===== config.mk =====
export PLATFORM = sky130hd
export DESIGN_NAME = remote_control_frame_serializer_unit
export DESIGN_NICKNAME = d
export VERILOG_FILES = /design/src/design/rcfs_pkg.sv /design/src/design/rcfs_regs.sv /design/src/design/rcfs_front.sv /design/src/design/rcfs_engine.sv /design/src/design/remote_control_frame_serializer_unit.sv
export SDC_FILE = /design/constraint.sdc
export NUM_CORES = 1
export LEC_CHECK = 0
export ABC_AREA = 1
export BUFFER_PORTS_ARGS = -buffer_cell sky130_fd_sc_hd__buf_2
export CORE_MARGIN = 8
export CORE_UTILIZATION = 50
export DETAILED_ROUTE_END_ITERATION = 12
export PLACE_DENSITY = 0.84
export SKIP_LAST_GASP = 1
export SYNTH_ARGS = -nofsm -noshare
export SYNTH_HDL_FRONTEND = slang
export SYNTH_SLANG_ARGS = --single-unit

===== constraint.sdc =====
create_clock -name clk_i -period 4 [get_ports clk_i]
set_clock_uncertainty 0.1 [all_clocks]
set_input_delay 0.8 -clock clk_i [delete_from_list [all_inputs] [get_ports clk_i]]
set_output_delay 0.8 -clock clk_i [all_outputs]
set_load 0.02 [all_outputs]

===== src/design/rcfs_pkg.sv =====
// Shared types and constants of the remote-control frame serializer.
// No dependencies.
package rcfs_pkg;

  localparam int unsigned AddrW      = 3;
  localparam int unsigned DataW      = 32;
  localparam int unsigned LenW       = 6;
  localparam int unsigned CodeW      = 16;
  localparam int unsigned FrameW     = 48;
  localparam int unsigned IdxW       = 6;
  localparam int unsigned QueueDepth = 2;

  localparam logic [LenW-1:0]  HdrHighReset = 6'd16;
  localparam logic [LenW-1:0]  HdrLowReset  = 6'd9;
  localparam logic [23:0]      FramePrefix  = 24'hD7DBAB;
  localparam logic [7:0]       EndByteOdd   = 8'h55;
  localparam logic [7:0]       EndByteEven  = 8'hD5;
  localparam logic [IdxW-1:0]  FrameBits    = 6'd48;

  localparam logic [0:0] RegHdrHigh = 1'b0;
  localparam logic [0:0] RegHdrLow  = 1'b1;

  typedef enum logic {
    CmdTick = 1'b0,
    CmdSend = 1'b1
  } cmd_e;

  typedef struct packed {
    cmd_e             kind;
    logic [CodeW-1:0] code;
  } item_t;

  typedef struct packed {
    logic [LenW-1:0] hdr_high;
    logic [LenW-1:0] hdr_low;
  } cfg_t;

endpackage


===== src/design/rcfs_regs.sv =====
// Configuration registers of the frame serializer behind an APB-style port.
// Depends on rcfs_pkg.
module rcfs_regs (
  input  logic                       clk_i,
  input  logic                       rst_ni,
  input  logic                       psel,
  input  logic                       penable,
  input  logic                       pwrite,
  input  logic [rcfs_pkg::AddrW-1:0] paddr,
  input  logic [rcfs_pkg::DataW-1:0] pwdata,
  output logic [rcfs_pkg::DataW-1:0] prdata,
  output logic                       pready,
  output rcfs_pkg::cfg_t             cfg_o
);
  import rcfs_pkg::*;

  logic [LenW-1:0] hdr_high_q, hdr_high_d;
  logic [LenW-1:0] hdr_low_q, hdr_low_d;
  logic [0:0]      reg_idx;
  logic            wr_en;

  assign reg_idx = paddr[2:2];
  assign wr_en   = psel && penable && pwrite;
  assign pready  = 1'b1;

  always_comb begin
    hdr_high_d = hdr_high_q;
    hdr_low_d  = hdr_low_q;
    if (wr_en) begin
      unique case (reg_idx)
        RegHdrHigh: hdr_high_d = pwdata[LenW-1:0];
        RegHdrLow:  hdr_low_d  = pwdata[LenW-1:0];
        default: ;
      endcase
    end
  end

  always_comb begin
    unique case (reg_idx)
      RegHdrHigh: prdata = {{(DataW-LenW){1'b0}}, hdr_high_q};
      RegHdrLow:  prdata = {{(DataW-LenW){1'b0}}, hdr_low_q};
      default:    prdata = '0;
    endcase
  end

  always_ff @(posedge clk_i or negedge rst_ni) begin
    if (!rst_ni) begin
      hdr_high_q <= HdrHighReset;
      hdr_low_q  <= HdrLowReset;
    end else begin
      hdr_high_q <= hdr_high_d;
      hdr_low_q  <= hdr_low_d;
    end
  end

  assign cfg_o.hdr_high = hdr_high_q;
  assign cfg_o.hdr_low  = hdr_low_q;

endmodule


===== src/design/rcfs_front.sv =====
// Front end: accepts requests, classifies them and queues them for the engine.
// Depends on rcfs_pkg.
module rcfs_front #(
  parameter int unsigned Depth = rcfs_pkg::QueueDepth
) (
  input  logic                       clk_i,
  input  logic                       rst_ni,
  input  logic                       in_valid_i,
  output logic                       in_ready_o,
  input  logic                       command_i,
  input  logic [rcfs_pkg::CodeW-1:0] frame_code_i,
  output logic                       q_valid_o,
  output rcfs_pkg::item_t            q_item_o,
  input  logic                       q_pop_i
);
  import rcfs_pkg::*;

  localparam int unsigned PtrW = (Depth > 1) ? $clog2(Depth) : 1;
  localparam int unsigned CntW = $clog2(Depth + 1);
  localparam logic [PtrW-1:0] LastPtr = PtrW'(Depth - 1);
  localparam logic [CntW-1:0] FullCnt = CntW'(Depth);

  item_t           entry_q [Depth];
  item_t           in_item;
  logic [PtrW-1:0] wr_ptr_q, wr_ptr_d;
  logic [PtrW-1:0] rd_ptr_q, rd_ptr_d;
  logic [CntW-1:0] cnt_q, cnt_d;
  logic            push;
  logic            pop;

  assign in_item.kind = cmd_e'(command_i);
  assign in_item.code = frame_code_i;

  assign in_ready_o = (cnt_q != FullCnt);
  assign q_valid_o  = (cnt_q != '0);
  assign q_item_o   = entry_q[rd_ptr_q];
  assign push       = in_valid_i && in_ready_o;
  assign pop        = q_pop_i && q_valid_o;

  always_comb begin
    wr_ptr_d = wr_ptr_q;
    rd_ptr_d = rd_ptr_q;
    cnt_d    = cnt_q;
    if (push) begin
      wr_ptr_d = (wr_ptr_q == LastPtr) ? '0 : wr_ptr_q + 1'b1;
    end
    if (pop) begin
      rd_ptr_d = (rd_ptr_q == LastPtr) ? '0 : rd_ptr_q + 1'b1;
    end
    if (push && !pop) begin
      cnt_d = cnt_q + 1'b1;
    end else if (pop && !push) begin
      cnt_d = cnt_q - 1'b1;
    end
  end

  always_ff @(posedge clk_i or negedge rst_ni) begin
    if (!rst_ni) begin
      wr_ptr_q <= '0;
      rd_ptr_q <= '0;
      cnt_q    <= '0;
    end else begin
      wr_ptr_q <= wr_ptr_d;
      rd_ptr_q <= rd_ptr_d;
      cnt_q    <= cnt_d;
    end
  end

  always_ff @(posedge clk_i) begin
    if (push) begin
      entry_q[wr_ptr_q] <= in_item;
    end
  end

endmodule


===== src/design/rcfs_engine.sv =====
// Back end: frame sequencer that runs header, gap and bit slots, plus the result register.
// Depends on rcfs_pkg.
module rcfs_engine (
  input  logic            clk_i,
  input  logic            rst_ni,
  input  rcfs_pkg::cfg_t  cfg_i,
  input  logic            q_valid_i,
  input  rcfs_pkg::item_t q_item_i,
  output logic            q_pop_o,
  output logic            out_valid_o,
  input  logic            out_ready_i,
  output logic            line_level_o,
  output logic            busy_res_o,
  output logic            frame_done_o,
  output logic            send_rejected_o
);
  import rcfs_pkg::*;

  localparam logic [1:0] PhIdle   = 2'd0;
  localparam logic [1:0] PhHeader = 2'd1;
  localparam logic [1:0] PhGap    = 2'd2;
  localparam logic [1:0] PhBits   = 2'd3;

  logic [1:0]        phase_q, phase_d;
  logic [LenW-1:0]   tick_q, tick_d, tick_inc;
  logic [IdxW-1:0]   bit_q, bit_d;
  logic              half_q, half_d;
  logic [FrameW-1:0] shift_q, shift_d;
  logic              out_valid_q;
  logic              line_q, busy_q, done_q, rej_q;
  logic              line_d, done_d, rej_d;
  logic              pop;

  function automatic logic len_reached(logic [LenW-1:0] cnt, logic [LenW-1:0] len);
    logic [LenW-1:0] eff;
    eff = (len == '0) ? LenW'(1) : len;
    return cnt >= eff;
  endfunction

  assign pop      = q_valid_i && (!out_valid_q || out_ready_i);
  assign q_pop_o  = pop;
  assign tick_inc = tick_q + 1'b1;

  always_comb begin
    phase_d = phase_q;
    tick_d  = tick_q;
    bit_d   = bit_q;
    half_d  = half_q;
    shift_d = shift_q;
    done_d  = 1'b0;
    rej_d   = 1'b0;
    if (pop) begin
      if (q_item_i.kind == CmdSend) begin
        if (phase_q != PhIdle) begin
          rej_d = 1'b1;
        end else begin
          shift_d = {FramePrefix, q_item_i.code,
                     q_item_i.code[0] ? EndByteOdd : EndByteEven};
          phase_d = PhHeader;
          tick_d  = '0;
          bit_d   = '0;
          half_d  = 1'b0;
        end
      end else begin
        unique case (phase_q)
          PhIdle: ;
          PhHeader: begin
            tick_d = tick_inc;
            if (len_reached(tick_inc, cfg_i.hdr_high)) begin
              phase_d = PhGap;
              tick_d  = '0;
            end
          end
          PhGap: begin
            tick_d = tick_inc;
            if (len_reached(tick_inc, cfg_i.hdr_low)) begin
              phase_d = PhBits;
              tick_d  = '0;
              bit_d   = '0;
              half_d  = 1'b0;
            end
          end
          PhBits: begin
            if (!half_q) begin
              half_d = 1'b1;
            end else begin
              half_d  = 1'b0;
              bit_d   = bit_q + 1'b1;
              shift_d = {shift_q[FrameW-2:0], 1'b0};
              if (bit_d >= FrameBits) begin
                done_d  = 1'b1;
                phase_d = PhIdle;
                bit_d   = '0;
                tick_d  = '0;
              end
            end
          end
          default: ;
        endcase
      end
    end
  end

  always_comb begin
    line_d = 1'b0;
    if (phase_d == PhHeader) begin
      line_d = 1'b1;
    end else if (phase_d == PhBits && !half_d) begin
      line_d = shift_d[FrameW-1];
    end
  end

  always_ff @(posedge clk_i or negedge rst_ni) begin
    if (!rst_ni) begin
      phase_q     <= PhIdle;
      tick_q      <= '0;
      bit_q       <= '0;
      half_q      <= 1'b0;
      shift_q     <= '0;
      out_valid_q <= 1'b0;
    end else begin
      phase_q <= phase_d;
      tick_q  <= tick_d;
      bit_q   <= bit_d;
      half_q  <= half_d;
      shift_q <= shift_d;
      if (pop) begin
        out_valid_q <= 1'b1;
      end else if (out_ready_i) begin
        out_valid_q <= 1'b0;
      end
    end
  end

  always_ff @(posedge clk_i) begin
    if (pop) begin
      line_q <= line_d;
      busy_q <= (phase_d != PhIdle);
      done_q <= done_d;
      rej_q  <= rej_d;
    end
  end

  assign out_valid_o     = out_valid_q;
  assign line_level_o    = line_q;
  assign busy_res_o      = busy_q;
  assign frame_done_o    = done_q;
  assign send_rejected_o = rej_q;

endmodule


===== src/design/remote_control_frame_serializer_unit.sv =====
// Top level of the remote-control frame serializer: registers, request queue and engine.
// Depends on rcfs_pkg, rcfs_regs, rcfs_front and rcfs_engine.
//
//   Channel   Direction  Handshake                 Payload
//   in        request    in_valid_i / in_ready_o   command_i, frame_code_i
//   out       result     out_valid_o / out_ready_i line_level_o, busy_res_o, frame_done_o,
//                                                  send_rejected_o
//   config    APB access psel, penable, pwrite     paddr, pwdata, prdata
//
// One request per clock is sustained while the output is taken. A result is registered
// at the edge its request leaves the queue, where it was written at acceptance. The limit
// is the sequencer step that updates the frame state per request.
// Reset clears the queue, the sequencer and out_valid_o; lengths return to 16 and 9.
// A stalled output holds its result while the queue keeps taking requests until it is full.
module remote_control_frame_serializer_unit #(
  parameter int unsigned QueueDepth = rcfs_pkg::QueueDepth
) (
  input  logic                       clk_i,
  input  logic                       rst_ni,
  input  logic                       psel,
  input  logic                       penable,
  input  logic                       pwrite,
  input  logic [rcfs_pkg::AddrW-1:0] paddr,
  input  logic [rcfs_pkg::DataW-1:0] pwdata,
  output logic [rcfs_pkg::DataW-1:0] prdata,
  output logic                       pready,
  input  logic                       in_valid_i,
  output logic                       in_ready_o,
  input  logic                       command_i,
  input  logic [rcfs_pkg::CodeW-1:0] frame_code_i,
  output logic                       out_valid_o,
  input  logic                       out_ready_i,
  output logic                       line_level_o,
  output logic                       busy_res_o,
  output logic                       frame_done_o,
  output logic                       send_rejected_o
);
  import rcfs_pkg::*;

  cfg_t  cfg;
  item_t q_item;
  logic  q_valid;
  logic  q_pop;

  rcfs_regs u_regs (
    .clk_i   (clk_i),
    .rst_ni  (rst_ni),
    .psel    (psel),
    .penable (penable),
    .pwrite  (pwrite),
    .paddr   (paddr),
    .pwdata  (pwdata),
    .prdata  (prdata),
    .pready  (pready),
    .cfg_o   (cfg)
  );

  rcfs_front #(
    .Depth (QueueDepth)
  ) u_front (
    .clk_i        (clk_i),
    .rst_ni       (rst_ni),
    .in_valid_i   (in_valid_i),
    .in_ready_o   (in_ready_o),
    .command_i    (command_i),
    .frame_code_i (frame_code_i),
    .q_valid_o    (q_valid),
    .q_item_o     (q_item),
    .q_pop_i      (q_pop)
  );

  rcfs_engine u_engine (
    .clk_i           (clk_i),
    .rst_ni          (rst_ni),
    .cfg_i           (cfg),
    .q_valid_i       (q_valid),
    .q_item_i        (q_item),
    .q_pop_o         (q_pop),
    .out_valid_o     (out_valid_o),
    .out_ready_i     (out_ready_i),
    .line_level_o    (line_level_o),
    .busy_res_o      (busy_res_o),
    .frame_done_o    (frame_done_o),
    .send_rejected_o (send_rejected_o)
  );

endmodule


======== Word-level counts from Yosys, hierarchy flattened ========
Memories as Yosys holds them, arrays and structs flattened.
Cells that the tools add are included.
storage, ports and cells
  RAM bits ................................ 34
  memories ................................ 1
  register bits ........................... 84
  output and inout port bits .............. 39
memories
  name             words  bits a word  rd ports  clocked after Yosys merged registers in  write ports  line              RTL
  u_front.entry_q  2      17           1         0                                        1            rcfs_front.sv:23  item_t entry_q [Depth];
cells by class
  bitwise operators ....................... 3
  reduce and logical (&&, ||, !) cells .... 30
  muxes and demuxes ....................... 46
  eq/ne operators ......................... 10
  $add $sub $neg .......................... 6
  $lt $le $gt $ge ......................... 3
operators with widths
  cell                 number
  $mux 48              5
  $mux 6               12
  $pmux 32 s2          1
  $mux 2               9
  $pmux 6 s3           1
  $mux 1               14
  $reduce_bool 2->1    7
  $add 6x1->6 const B  2
  $ge 6x6->1           2
  $logic_not 6->1      2
  $pmux 6 s2           1
  $reduce_and 5->1     2
  $ne 3x2->1 const B   3
  $logic_and 1x1->1    8
  $mux 8               1
  $eq 2x2->1 const B   3
  $ge 6x6->1 const B   1
  $pmux 2 s3           1
  $eq 2x1->1 const B   2
  $logic_not 1->1      4
  $ne 2x2->1 const B   2
  $reduce_and 2->1     2
  $reduce_and 4->1     1
  $reduce_bool 4->1    1
  8 further kinds      11

======== Logic depth before layout (Yosys ltp) ========
Gate-level depths: netlist (run 1).
  depth after elaboration ................. 10
  gate-level depth with buffers ........... 17
  mapped depth without buffers ............ 17

======== By module ========
From an unflattened synthesis (run 1), not the netlist that was laid out.
second synthesis, totals
  cells, all modules ...................... 606
  area total of the unflattened synthesis .. 5748.0 µm²
modules (own cells, without submodules)
  module       cells each  sequential area each (µm²)  instances  area each (µm²)
  rcfs_engine  385         1721.7                      1          3444.6
  rcfs_front   117         1121.1                      1          1520.2
  rcfs_regs    104         304.0                       1          783.3

======== Worst setup path after synthesis (run 1) ========
Ideal clock, no wire load.
  path kind ............................... input -> output
  from .................................... input paddr[2] (netlist bit)
  to ...................................... output prdata[1] (netlist bit)
  setup slack ............................. 1.622 ns
  buffers on the path ..................... 1
  stages .................................. 2
  arrival ................................. 1.478 ns
  path through ............................ clkbuf_1 > o21ai_0
between the ends
  cells in the longest elaborated chain, start to end .. 2
ends and longest elaborated chain
  item                        line                                        RTL
  start: declaration          remote_control_frame_serializer_unit.sv:23  input logic [rcfs_pkg::AddrW-1:0] paddr,
  $not 1->1 (no source line)  n/a
  $pmux 32 s2 *               rcfs_regs.sv:39                             unique case (reg_idx)
  end: declaration            remote_control_frame_serializer_unit.sv:25  output logic [rcfs_pkg::DataW-1:0] prdata,
Mark *: on every way between the ends. The rest lies on a longest branch, timed or not. The select of a mux whose other input is x is not followed.

======== Final worst setup path (run 1) ========
  from .................................... register u_engine.tick_q[0]
  to ...................................... register u_engine.line_q (netlist: u_engine.line_level_o), data pin
between the ends
  cells in the longest elaborated chain, start to end .. 9
  elaborated cells between the ends (all ways) .. 17
  those cells by class .................... add/sub: 1; order compare: 2; eq/ne: 2; mux: 10; reduce/logical: 2
ends and longest elaborated chain
  item                      line                RTL
  start: declaration        rcfs_engine.sv:25   logic [LenW-1:0] tick_q, tick_d, tick_inc;
  start signal: assignment  rcfs_engine.sv:123  tick_q <= tick_d;
  $add 6x1->6               rcfs_engine.sv:42   assign tick_inc = tick_q + 1'b1;
  $ge 6x6->1                rcfs_engine.sv:37   return cnt >= eff;
  $mux 1                    rcfs_engine.sv:76   if (len_reached(tick_inc, cfg_i.hdr_low)) begin
  $pmux 1 s2                rcfs_engine.sv:65   unique case (phase_q)
  $mux 1                    rcfs_engine.sv:53   if (q_item_i.kind == CmdSend) begin
  $mux 1                    rcfs_engine.sv:52   if (pop) begin
  via u_engine.half_d       rcfs_engine.sv:27   logic half_q, half_d;
  $logic_not 1->1           rcfs_engine.sv:108  end else if (phase_d == PhBits && !half_d) begin
  $logic_and 1x1->1         rcfs_engine.sv:108
  $mux 1                    rcfs_engine.sv:108
  end signal: assignment    rcfs_engine.sv:137  line_q <= line_d;
  end: declaration          rcfs_engine.sv:30   logic line_q, busy_q, done_q, rej_q;
The timed path passes the listed nets, and every way through them passes these cells.
A chain may end at the register's enable or synchronous reset.

==> results_dict.tcl, run 1 <==
set metrics [dict create \
    outcome "complete, no violations" \
    setup_tns_ps 0 \
    track_usage 0.159 \
    drv_cap 0 \
    cts_inserted_buffers 17 \
    clockBufferDepth 2 \
    dr.first_iter.drc_count 284 \
    cts_resized 0 \
    reg2reg_slack_ps 1340 \
    synth_area_per_cell_sq_um 9.81 \
    die_x_um 123 \
    fin_crit_sh 0.664 \
    total_power_mw 4.87 \
    p_leak_nw 3.02 \
    post_cts_buffers 0 \
    drc 0 \
    area_growth_syn_to_layout_pct 14.2 \
    routed_via_density 5.29 \
    start_util 0.508 \
    cts-root-buf "clkbuf_16" \
    fmax_mhz 377 \
    grt_max_degree 81 \
    fin_ws_ps 1340 \
    ant_nets 0 \
    crit_path_end_kind "register" \
    gr-total-overflow 0 \
    fin_nets 699 \
    wirelength_um 11300 \
    ios 98 \
    powerDensity_nw_per_um2 745 \
    worstSkewPairLatency_ps 410 \
    port_buffers 42 \
    netlist_top_cells_count "nand2_1, dfrtp_1, inv_1" \
    finalMaxSlewViolations 0 \
    cts_tree "done" \
    via_count 4132 \
    slew_headroom 0.331 \
    rows 39 \
    dieArea_sq_um 15100 \
    place.gp.congestion 0.813 \
    die_h_um 123 \
    drive_gt1_frac 0.193 \
    wl_per_cell_um 14.4 \
    synthArstFlopShare 0.678 \
    ys_seq_elements 118 \
    cp.arrival_ps 2710 \
    synth_area_sq_um 5720 \
    worst-setup-path-type "register to register" \
    drtPass1Iterations 5 \
    nFillCells 902 \
    synth_area_leader_cell "dfrtp_1" \
    syn_inst 583 \
    place_hpwl_um 7450 \
    period_minus_slack_ps 2660 \
    grt_pass1_wl_um 19100 \
    peakVddDrop_mv 0.582 \
    yosys-top-cells-area "dfrtp_1, edfxtp_1, nand2_1" \
    cts_hold_buf 0 \
    finalHoldViolations 0 \
    cp_max_fo 6 \
    ys_types 43 \
    hp-class "register to register" \
    synth-main-ff-cell "dfrtp_1" \
    yosysTopAreaCellShare 0.337 \
    antenna_found_initial 0 \
    worst_pin_slew_ps 1000 \
    setup_viol 0 \
    cts.clk_slew.worst_paths_ps 50 \
    post-place-ws_ps 1290 \
    rsz0062_at_grt "no" \
    core-area_sq_um 11300 \
    n_antenna_cell 0 \
    cp_data_required_time_ps 4050 \
    synth_edf_count 38 \
    cts.sinks 118 \
    synth-seq-area-share 0.550 \
    cts.htree.levels 4 \
    synth_most_common_cell "nand2_1" \
    synth-warning-count 0 \
    grt_pass1_vias 4199 \
    cp-start-kind "register" \
]
-- registers in the layout (all words and copies together) (netlist names), 2 cells and up --
name and cells:
u_engine.bit_q 6, u_engine.phase_q 2, u_engine.shift_q 48, u_engine.tick_q 6, u_front.cnt_q 2, u_front.entry_q 34, u_regs.hdr_high_q 6, u_regs.hdr_low_q 6
-- layout by cell type (no fill, tap or decap), drive strengths merged --
cell type and instances:
nand2 110, xor2 7, edfxtp 38, dfrtp 77, nor3b 1, clkinv 6
xnor2 3, o221ai 11, or2 1, o311ai 15, clkbuf 20, a32oi 1
a31oi 4, nand3b 1, ha 15, clkinvlp 2, bufinv 3, nor3 2
o21ai 45, nor2 56, nand4 4, and3 1, inv 82, a22oi 1
a31o 1, a21oi 6, buf 47, mux2i 1, nand3 39, conb 27
o211ai 1, o22ai 7, dfstp 3
-- critical path, cell delays in order (launching register included) --
cell     delay, ps
dfrtp_1        440
ha_1           240
nand3_1        100
xnor2_1        330
ha_1           300
nand2_1         90
inv_1           40
a21oi_1        170
nand2_1         70
nand2_1         90
nand2_1         60
o21ai_0        100
nor2_1          90
nor2_1         110
nor2_1          60
-- metrics by stage --
stage          hold slack, ps  area [sq um]   util  std cells
5_1_grt                   415          6540  0.580        781
3_5_place_dp              382          5930  0.526        749
2_1_floorplan             353          5820      -        608
4_1_cts                   396          6540  0.580        781
6_report                  392          6540  0.580        781
3_3_place_gp              366          5930  0.526        749
-- area by class of cell --
class,instances,area (sq um),area share
timing repair buffer,47,250,0.0383
clock inverter,12,154,0.0235
clock buffer,20,447,0.0684
inverter,81,307,0.0469
sequential,118,3150,0.482
multi-input combinational,360,2050,0.314
tap,143,179,0.0274
-- logic make-up (layout without fill, tap and decap cells) --
group,count (synthesis),count (layout),synth area share
compound gates,92,92,0.128
xor+xnor,10,10,0.0153
fa+ha+maj,15,15,0.0328
buf+inv,130,160,0.108
flops,118,118,0.550
mux,1,1,0.00175
other cells,2,27,0.00131
simple gates,215,215,0.163
-- path summary, 6_finish.rpt --
kind | start | to | cells past startpoint
min in group asynchronous | rst_ni | u_regs.hdr_high_q[2]$_DFFE_PN0P_ | 1
worst max-delay path | u_engine.tick_q[0]$_DFFE_PN0P_ | u_engine.line_level_o$_SDFFCE_PN1P_ | 14
worst min register to register | u_engine.shift_q[17]$_DFFE_PN0P_ | u_engine.shift_q[17]$_DFFE_PN0P_ | 2
worst min-delay path | u_engine.shift_q[17]$_DFFE_PN0P_ | u_engine.shift_q[17]$_DFFE_PN0P_ | 2
worst max register to register | u_engine.tick_q[0]$_DFFE_PN0P_ | u_engine.line_level_o$_SDFFCE_PN1P_ | 14
max in group asynchronous | rst_ni | u_engine.shift_q[38]$_DFFE_PN0P_ | 1
-- routing by layer --
metal / global-route usage / vias up / wire (um)
met5: 0 / - / 0
met4: 0.0519 / 0 / 84
met3: 0.0511 / 9 / 858
met2: 0.280 / 141 / 5760
li1: - / 1979 / -
met1: 0.180 / 2003 / 4560
-- where the power goes --
group,internal [mW],switching [mW]
clock network,0.995,0.530
logic,0.469,1.03
registers,1.66,0.183
Power figures use the tool's default switching activity.
==> inputs of run 2 (changes only) <==
==> constraint.sdc (replaced) <==
create_clock -name clk_i -period 2.5 [get_ports clk_i]
set_clock_uncertainty 0.1 [all_clocks]
set_input_delay 0.5 -clock clk_i [delete_from_list [all_inputs] [get_ports clk_i]]
set_output_delay 0.5 -clock clk_i [all_outputs]
set_load 0.02 [all_outputs]
==> run 2 against run 1 <==
Critical path depth rose by 1. Register-to-register slack got worse by 1300 ps. Final cell count rose by 1.5%. Hold slack got worse by 360 ps. Clock power rose by 59%. Maximum frequency rose by 8.4%. Cell area increased by 2.2%. Via count up 1.2%. Global-route usage rose by 0.18 points. Highest routed layer unchanged.
==> results_dict.tcl, run 2 (synthesis gave the netlist of run 1 again) <==
set metrics [dict create \
    outcome "complete, no violations" \
    dieArea_sq_um 15100 \
    die_x_um 123 \
    start_util 0.508 \
    antenna_found_initial 0 \
    mostFrequentLayoutCell "nand2_1" \
    worst-setup-path-type "register to register" \
    p_comb_frac 0.320 \
    finalMaxSlewViolations 0 \
    drtPass1Iterations 5 \
    slew_headroom 0.532 \
    drv_cap 0 \
    cp.arrival_ps 2510 \
    wirelength_um 11500 \
    place_hpwl_um 7470 \
    clkPwrFrac 0.306 \
    cts.clk_slew.worst_paths_ps 60 \
    cts-root-buf "clkbuf_16" \
    clockBufferDepth 2 \
    cp_max_fo 4 \
    routed_via_density 5.27 \
    cts_inserted_buffers 17 \
    gr-total-overflow 0 \
    setup_viol 0 \
    worst_pin_slew_ps 703 \
    dp.cells 757 \
    largest_register_ffs 48 \
    period_minus_slack_ps 2450 \
    cts_tree "done" \
    cp-start-kind "register" \
    cp_data_required_time_ps 2560 \
    fmax_mhz 408 \
    dr.first_iter.drc_count 318 \
    hp-class "primary input to asynchronous set/reset pin" \
    die_h_um 123 \
    final_cell_mix "nand2_1, dfrtp_1, inv_1" \
    ant_nets 0 \
    ios 98 \
    powerDensity_nw_per_um2 1180 \
    total_power_mw 7.87 \
    fin_crit_sh 0.979 \
    rows 39 \
    fin_nets 711 \
    drc 0 \
    netSwitchingFraction 0.370 \
    grt_pass1_wl_um 19300 \
    rsz0062_at_grt "yes" \
    top_regs "u_engine.shift_q x48, u_front.entry_q x34" \
    p_int_mw 4.96 \
    via_count 4183 \
    crit_path_end_kind "register" \
    p_leak_nw 3.09 \
    area_growth_syn_to_layout_pct 16.8 \
    port_buffers 42 \
    largest-register "u_engine.shift_q" \
    drive_gt1_frac 0.231 \
    core-area_sq_um 11300 \
    peakVddDrop_mv 0.727 \
    wl_per_cell_um 14.5 \
    finalNonFillerCells 793 \
    finalHoldViolations 0 \
    cts.htree.levels 4 \
    grt_max_degree 55 \
    cts.sinks 118 \
    p_seq_frac 0.374 \
    place.gp.congestion 0.806 \
    n_antenna_cell 0 \
    grt_pass1_vias 4181 \
    worstSkewPairLatency_ps 410 \
    switchingPower_mw 2.91 \
    reg2reg_slack_ps 50 \
    track_usage 0.161 \
]
## run 2: changes by cell type in the layout (fill, tap and decap cells not counted), moves of 2 or more
cell	before	now
buf_4	6	17
clkbuf_1	2	0
clkinv_2	2	0
inv_6	1	5
nand2_1	104	100
nand2_2	4	8
nand3_1	39	37
nand3_2	0	2
xnor2_1	3	1
xnor2_2	0	2
## run 2: worst paths after layout
check,to,cells past startpoint,startpoint
max reg2reg,u_engine.busy_res_o$_DFFE_PP_,15,u_engine.tick_q[0]$_DFFE_PN0P_
max,u_engine.busy_res_o$_DFFE_PP_,15,u_engine.tick_q[0]$_DFFE_PN0P_
max in group asynchronous,u_engine.shift_q[29]$_DFFE_PN0P_,2,rst_ni
min,u_regs.hdr_high_q[1]$_DFFE_PN0P_,1,rst_ni
min reg2reg,u_regs.hdr_high_q[0]$_DFFE_PN0P_,2,u_regs.hdr_high_q[0]$_DFFE_PN0P_
min in group clk_i,u_front.entry_q[1][6]$_DFFE_PP_,1,frame_code_i[6]
## run 2: power groups by stage
stage | sequential, mW | combinational, mW | clock [mW]
2_1_floorplan | 2.92 | 1.89 | 0
3_3_place_gp | 2.93 | 2.33 | 0
3_5_place_dp | 2.96 | 2.43 | 0
4_1_cts | 2.94 | 2.48 | 2.43
5_1_grt | 3.01 | 2.82 | 2.53
6_report | 2.94 | 2.52 | 2.41
## run 2: per-stage QoR
| stage | setup TNS (ps) | setup slack, ps | util | hold slack (ps) | area (sq um) |
|---|---|---|---|---|---|
| 6_report | 0 | 51.7 | 0.593 | 32.9 | 6680 |
| 5_1_grt | -234 | -121 | 0.593 | 92.6 | 6680 |
| 4_1_cts | 0 | 25.9 | 0.587 | 66.3 | 6620 |
| 3_5_place_dp | 0 | 4.27 | 0.533 | 373 | 6010 |
| 3_3_place_gp | 0 | 76.1 | 0.533 | 366 | 6010 |
| 2_1_floorplan | 0 | 235 | - | 104 | 5820 |
## run 2: worst max-delay path, stage by stage, from the launching register on
cell      delay (ps)
dfrtp_1          400
nand3_2          100
nand3b_1         210
xnor2_2          180
ha_1             340
nand2_1          120
nor3b_2          200
nor2_1            60
nand2_1          100
nand2_1           60
inv_1             50
nand2_1           40
nand2_1           50
nand2_1           50
nand2_2           90
nand2_2           50
## run 2: repair_timing
action,4_1_cts,5_1_grt
buffers inserted,0,4
setup endpoints to repair,2,15
gates resized for setup,3,11
pin swaps,0,14
cloned,0,0
hold buffers,0,0
## run 2: routing by layer
layer	track usage	up-vias	wire length, um
li1	-	1992	-
met1	0.184	1999	4590
met2	0.280	165	5760
met3	0.0411	27	834
met4	0.0745	0	301
met5	0	-	0
## run 2: final cells by class
| class | count | area, sq um |
|---|---|---|
| Timing Repair Buffer | 59 | 353 |
| Tap cell | 143 | 179 |
| Clock buffer | 17 | 425 |
| Inverter | 81 | 307 |
| Sequential cell | 118 | 3150 |
| Multi-Input combinational cell | 360 | 2100 |
| Clock inverter | 15 | 169 |
| Fill cell | 892 | 4590 |
==> inputs of run 3 (changes only) <==
--- a/config.mk
+++ b/config.mk
@@ -14,4 +14,5 @@
 export SKIP_LAST_GASP = 1
 export SYNTH_ARGS = -nofsm -noshare
 export SYNTH_HDL_FRONTEND = slang
+export SYNTH_HIERARCHICAL = 1
 export SYNTH_SLANG_ARGS = --single-unit
==> constraint.sdc (replaced) <==
create_clock -name clk_i -period 2.5 [get_ports clk_i]
set_clock_uncertainty 0.1 [all_clocks]
set_input_delay 0.125 -clock clk_i [delete_from_list [all_inputs] [get_ports clk_i]]
set_output_delay 0.125 -clock clk_i [all_outputs]
set_load 0.02 [all_outputs]
==> run 3 against run 2 <==
Power increased by 1.4%. Synthesized area rose by 0.46%. Critical path type unchanged. Largest power group unchanged. Die area up 0.40%. Synthesized cell count up 3.9%. Clock power is essentially flat. Maximum frequency is 0.39% lower. Register-to-register slack hardly changed. Highest routed layer unchanged. Sequential power barely moved. Final cell count is 7.2% higher.
==> results_dict.tcl, run 3 <==
set metrics [dict create \
    outcome "complete, no violations" \
    synth-seq-area-share 0.547 \
    cp_data_required_time_ps 2560 \
    area_growth_syn_to_layout_pct 22.3 \
    slew_headroom 0.610 \
    wirelength_um 12100 \
    dr_wl_met3_um 889 \
    fin_nets 768 \
    muxShareOfSynthArea 0 \
    synth_top_family_by_area "simple AND/OR/NAND/NOR gates" \
    final_area_sq_um 7030 \
    largest_register_ffs 48 \
    drtPass1Iterations 5 \
    via_count 4333 \
    yosys-top-cells-area "dfrtp_1, edfxtp_1, nand2_1" \
    top_layer_used "met4" \
    period_minus_slack_ps 2460 \
    worst_pin_slew_ps 586 \
    drv_cap 0 \
    track_usage 0.163 \
    powerDensity_nw_per_um2 1130 \
    grt_max_degree 45 \
    rows 39 \
    antenna_found_initial 0 \
    synthSimpleGateAreaFrac 0.204 \
    setup_tns_ps 0 \
    top_regs "u_engine/shift_q x48, u_front/entry_q x34" \
    routed_via_density 5.10 \
    final_cell_mix "nand2_1, dfrtp_1, inv_1" \
    synth_compound_area_frac 0.0845 \
    synth_fa_ha_area_frac 0.0327 \
    worstSkewPairLatency_ps 410 \
    synth-warning-count 6 \
    peakVddDrop_mv 0.747 \
    p_seq_frac 0.369 \
    min-delay-start "pwrite" \
    fin_crit_sh 0.983 \
    p_leak_nw 3.50 \
    hp-class "primary input to register" \
    start_util 0.508 \
    cts_inserted_buffers 17 \
    port_buffers 42 \
    whs_path_depth 5 \
    cp.arrival_ps 2520 \
    gr-total-overflow 0 \
    worst-setup-path-type "register to register" \
    wl_met2_um 6130 \
    synth-main-ff-cell "dfrtp_1" \
    dp.cells 783 \
    dieArea_sq_um 15200 \
    clkPwrFrac 0.305 \
    switchingPower_mw 2.86 \
    place.gp.congestion 0.867 \
    cts.htree.levels 4 \
    finalMaxSlewViolations 0 \
    synth_area_leader_cell "dfrtp_1" \
    grt_pass1_vias 4326 \
    cts_tree "done" \
    placed_area_sq_um 5980 \
    finalHoldViolations 0 \
    total_power_mw 7.98 \
    synth_area_per_cell_sq_um 9.49 \
    wl_met1_um 4940 \
    p_comb_frac 0.326 \
    syn_inst 606 \
    mostFrequentLayoutCell "nand2_1" \
    yosysTopAreaCellShare 0.335 \
    finalNonFillerCells 850 \
    r2r_cells 17 \
    cts-root-buf "clkbuf_16" \
    synth_xor_area_frac 0.0148 \
    drc 0 \
    ys_types 45 \
    ys_seq_elements 118 \
    synth_most_common_cell "nand2_1" \
    cp-start-kind "register" \
    cts.sinks 118 \
    nFillCells 875 \
    cts.clk_slew.worst_paths_ps 50 \
    die_x_um 123 \
    drive_gt1_frac 0.205 \
    core-area_sq_um 11300 \
    place_hpwl_um 7560 \
    ant_nets 0 \
    synth_edf_count 38 \
    cp_max_fo 4 \
    ios 98 \
    setup_viol 0 \
    synthArstFlopShare 0.678 \
    crit_path_end_kind "register" \
    clockBufferDepth 2 \
    wl_per_cell_um 14.2 \
    fmax_mhz 407 \
    rsz0062_at_grt "yes" \
    cp-startpoint "u_engine/tick_q[0]$_DFFE_PN0P_" \
    dr.first_iter.drc_count 335 \
    netlist_top_cells_count "nand2_1, dfrtp_1, inv_1" \
    p_int_mw 5.12 \
    n_antenna_cell 0 \
    synth_area_sq_um 5750 \
    rr_startpoint "u_engine/tick_q[0]$_DFFE_PN0P_" \
    die_h_um 123 \
    grt_pass1_wl_um 19700 \
    netSwitchingFraction 0.358 \
    largest-register "u_engine/shift_q" \
]
run 3: cell count changes after synthesis, sizes merged, moves of 3 or more:
cell	change
buf	+4
a21oi	+3
o22ai	+3
clkbuf	-11
nor2	-37
o311ai	-15
a22oi	+26
o21ai	-29
nand2	+89
o221ai	-10
a31oi	-4
run 3: stage by stage:
| step | util | setup slack, ps | hold WS, ps |
|---|---|---|---|
| after floorplan | - | 178 | -271 |
| after global placement | 0.528 | 33.3 | 62.5 |
| after detailed placement | 0.528 | -32.6 | 68.5 |
| after CTS | 0.608 | 2.92 | 11.4 |
| after global routing | 0.621 | -95.1 | 59.9 |
| final | 0.621 | 42.1 | 27.7 |
run 3: final cells by class:
cell class	instances	area, sq um	area share
clock buffer	18	439	0.0625
clock inverter	14	158	0.0224
inverter	84	332	0.0472
multi-input combinational	387	2140	0.305
sequential	118	3150	0.448
tap	143	179	0.0255
timing repair buffer	86	632	0.0899
run 3: power groups by stage:
stage	combinational [mW]	clock, mW	sequential (mW)
3_3_place_gp	2.26	0	2.92
6_report	2.60	2.43	2.94
5_1_grt	2.93	2.56	3.00
3_5_place_dp	2.37	0	2.95
2_1_floorplan	1.87	0	2.92
4_1_cts	2.46	2.46	2.93
run 3: routing by layer:
metal	up-vias	global-route usage
li1	2088	-
met1	2088	0.185
met2	142	0.287
met3	15	0.0498
met4	0	0.0527
met5	-	0
run 3: critical path: stages, from the launching register on:
cell and delay [ps]:
dfrtp_1 420, nand3_2 100, nand3b_1 180, xor2_1 260
inv_2 110, ha_4 240, nand2_4 70, inv_1 50
a21oi_2 120, nand2_2 90, nand2_4 90, nand2_1 50
inv_1 50, nand2_1 50, nand2_1 50, nand2_1 60
nand2_2 70, nand2_1 50
run 3: cells by family (layout without fill, tap and decap cells):
kind of cell | Yosys count | in the layout
adders and majority gates | 15 | 15
buffers and inverters | 126 | 202
AOI/OAI and AO/OA | 69 | 69
DFF | 118 | 118
xor gates and xnor gates | 8 | 8
and+or+nand+nor | 268 | 268
other | 2 | 27
run 3: path summary, 6_finish.rpt:
kind | slack [ps] | end
worst max-delay path | 40 | u_engine/busy_res_o$_DFFE_PP_
worst min-delay path | 30 | u_regs/hdr_high_q[4]$_DFFE_PN1P_
worst max register to register | 40 | u_engine/busy_res_o$_DFFE_PP_
worst min register to register | 380 | u_engine/shift_q[14]$_DFFE_PN0P_
max in group asynchronous | 1530 | u_engine/shift_q[2]$_DFFE_PN0P_
min in group asynchronous | 170 | u_engine/bit_q[5]$_DFFE_PN0P_
run 3: repair_timing:
action | in CTS | in global routing
hold buffers | 29 | 0
setup endpoints to repair | 4 | 49
resized for setup | 2 | 34
pin swaps | 0 | 12
setup buffers | 2 | 4
endpoints found under the hold margin | 88 | 0
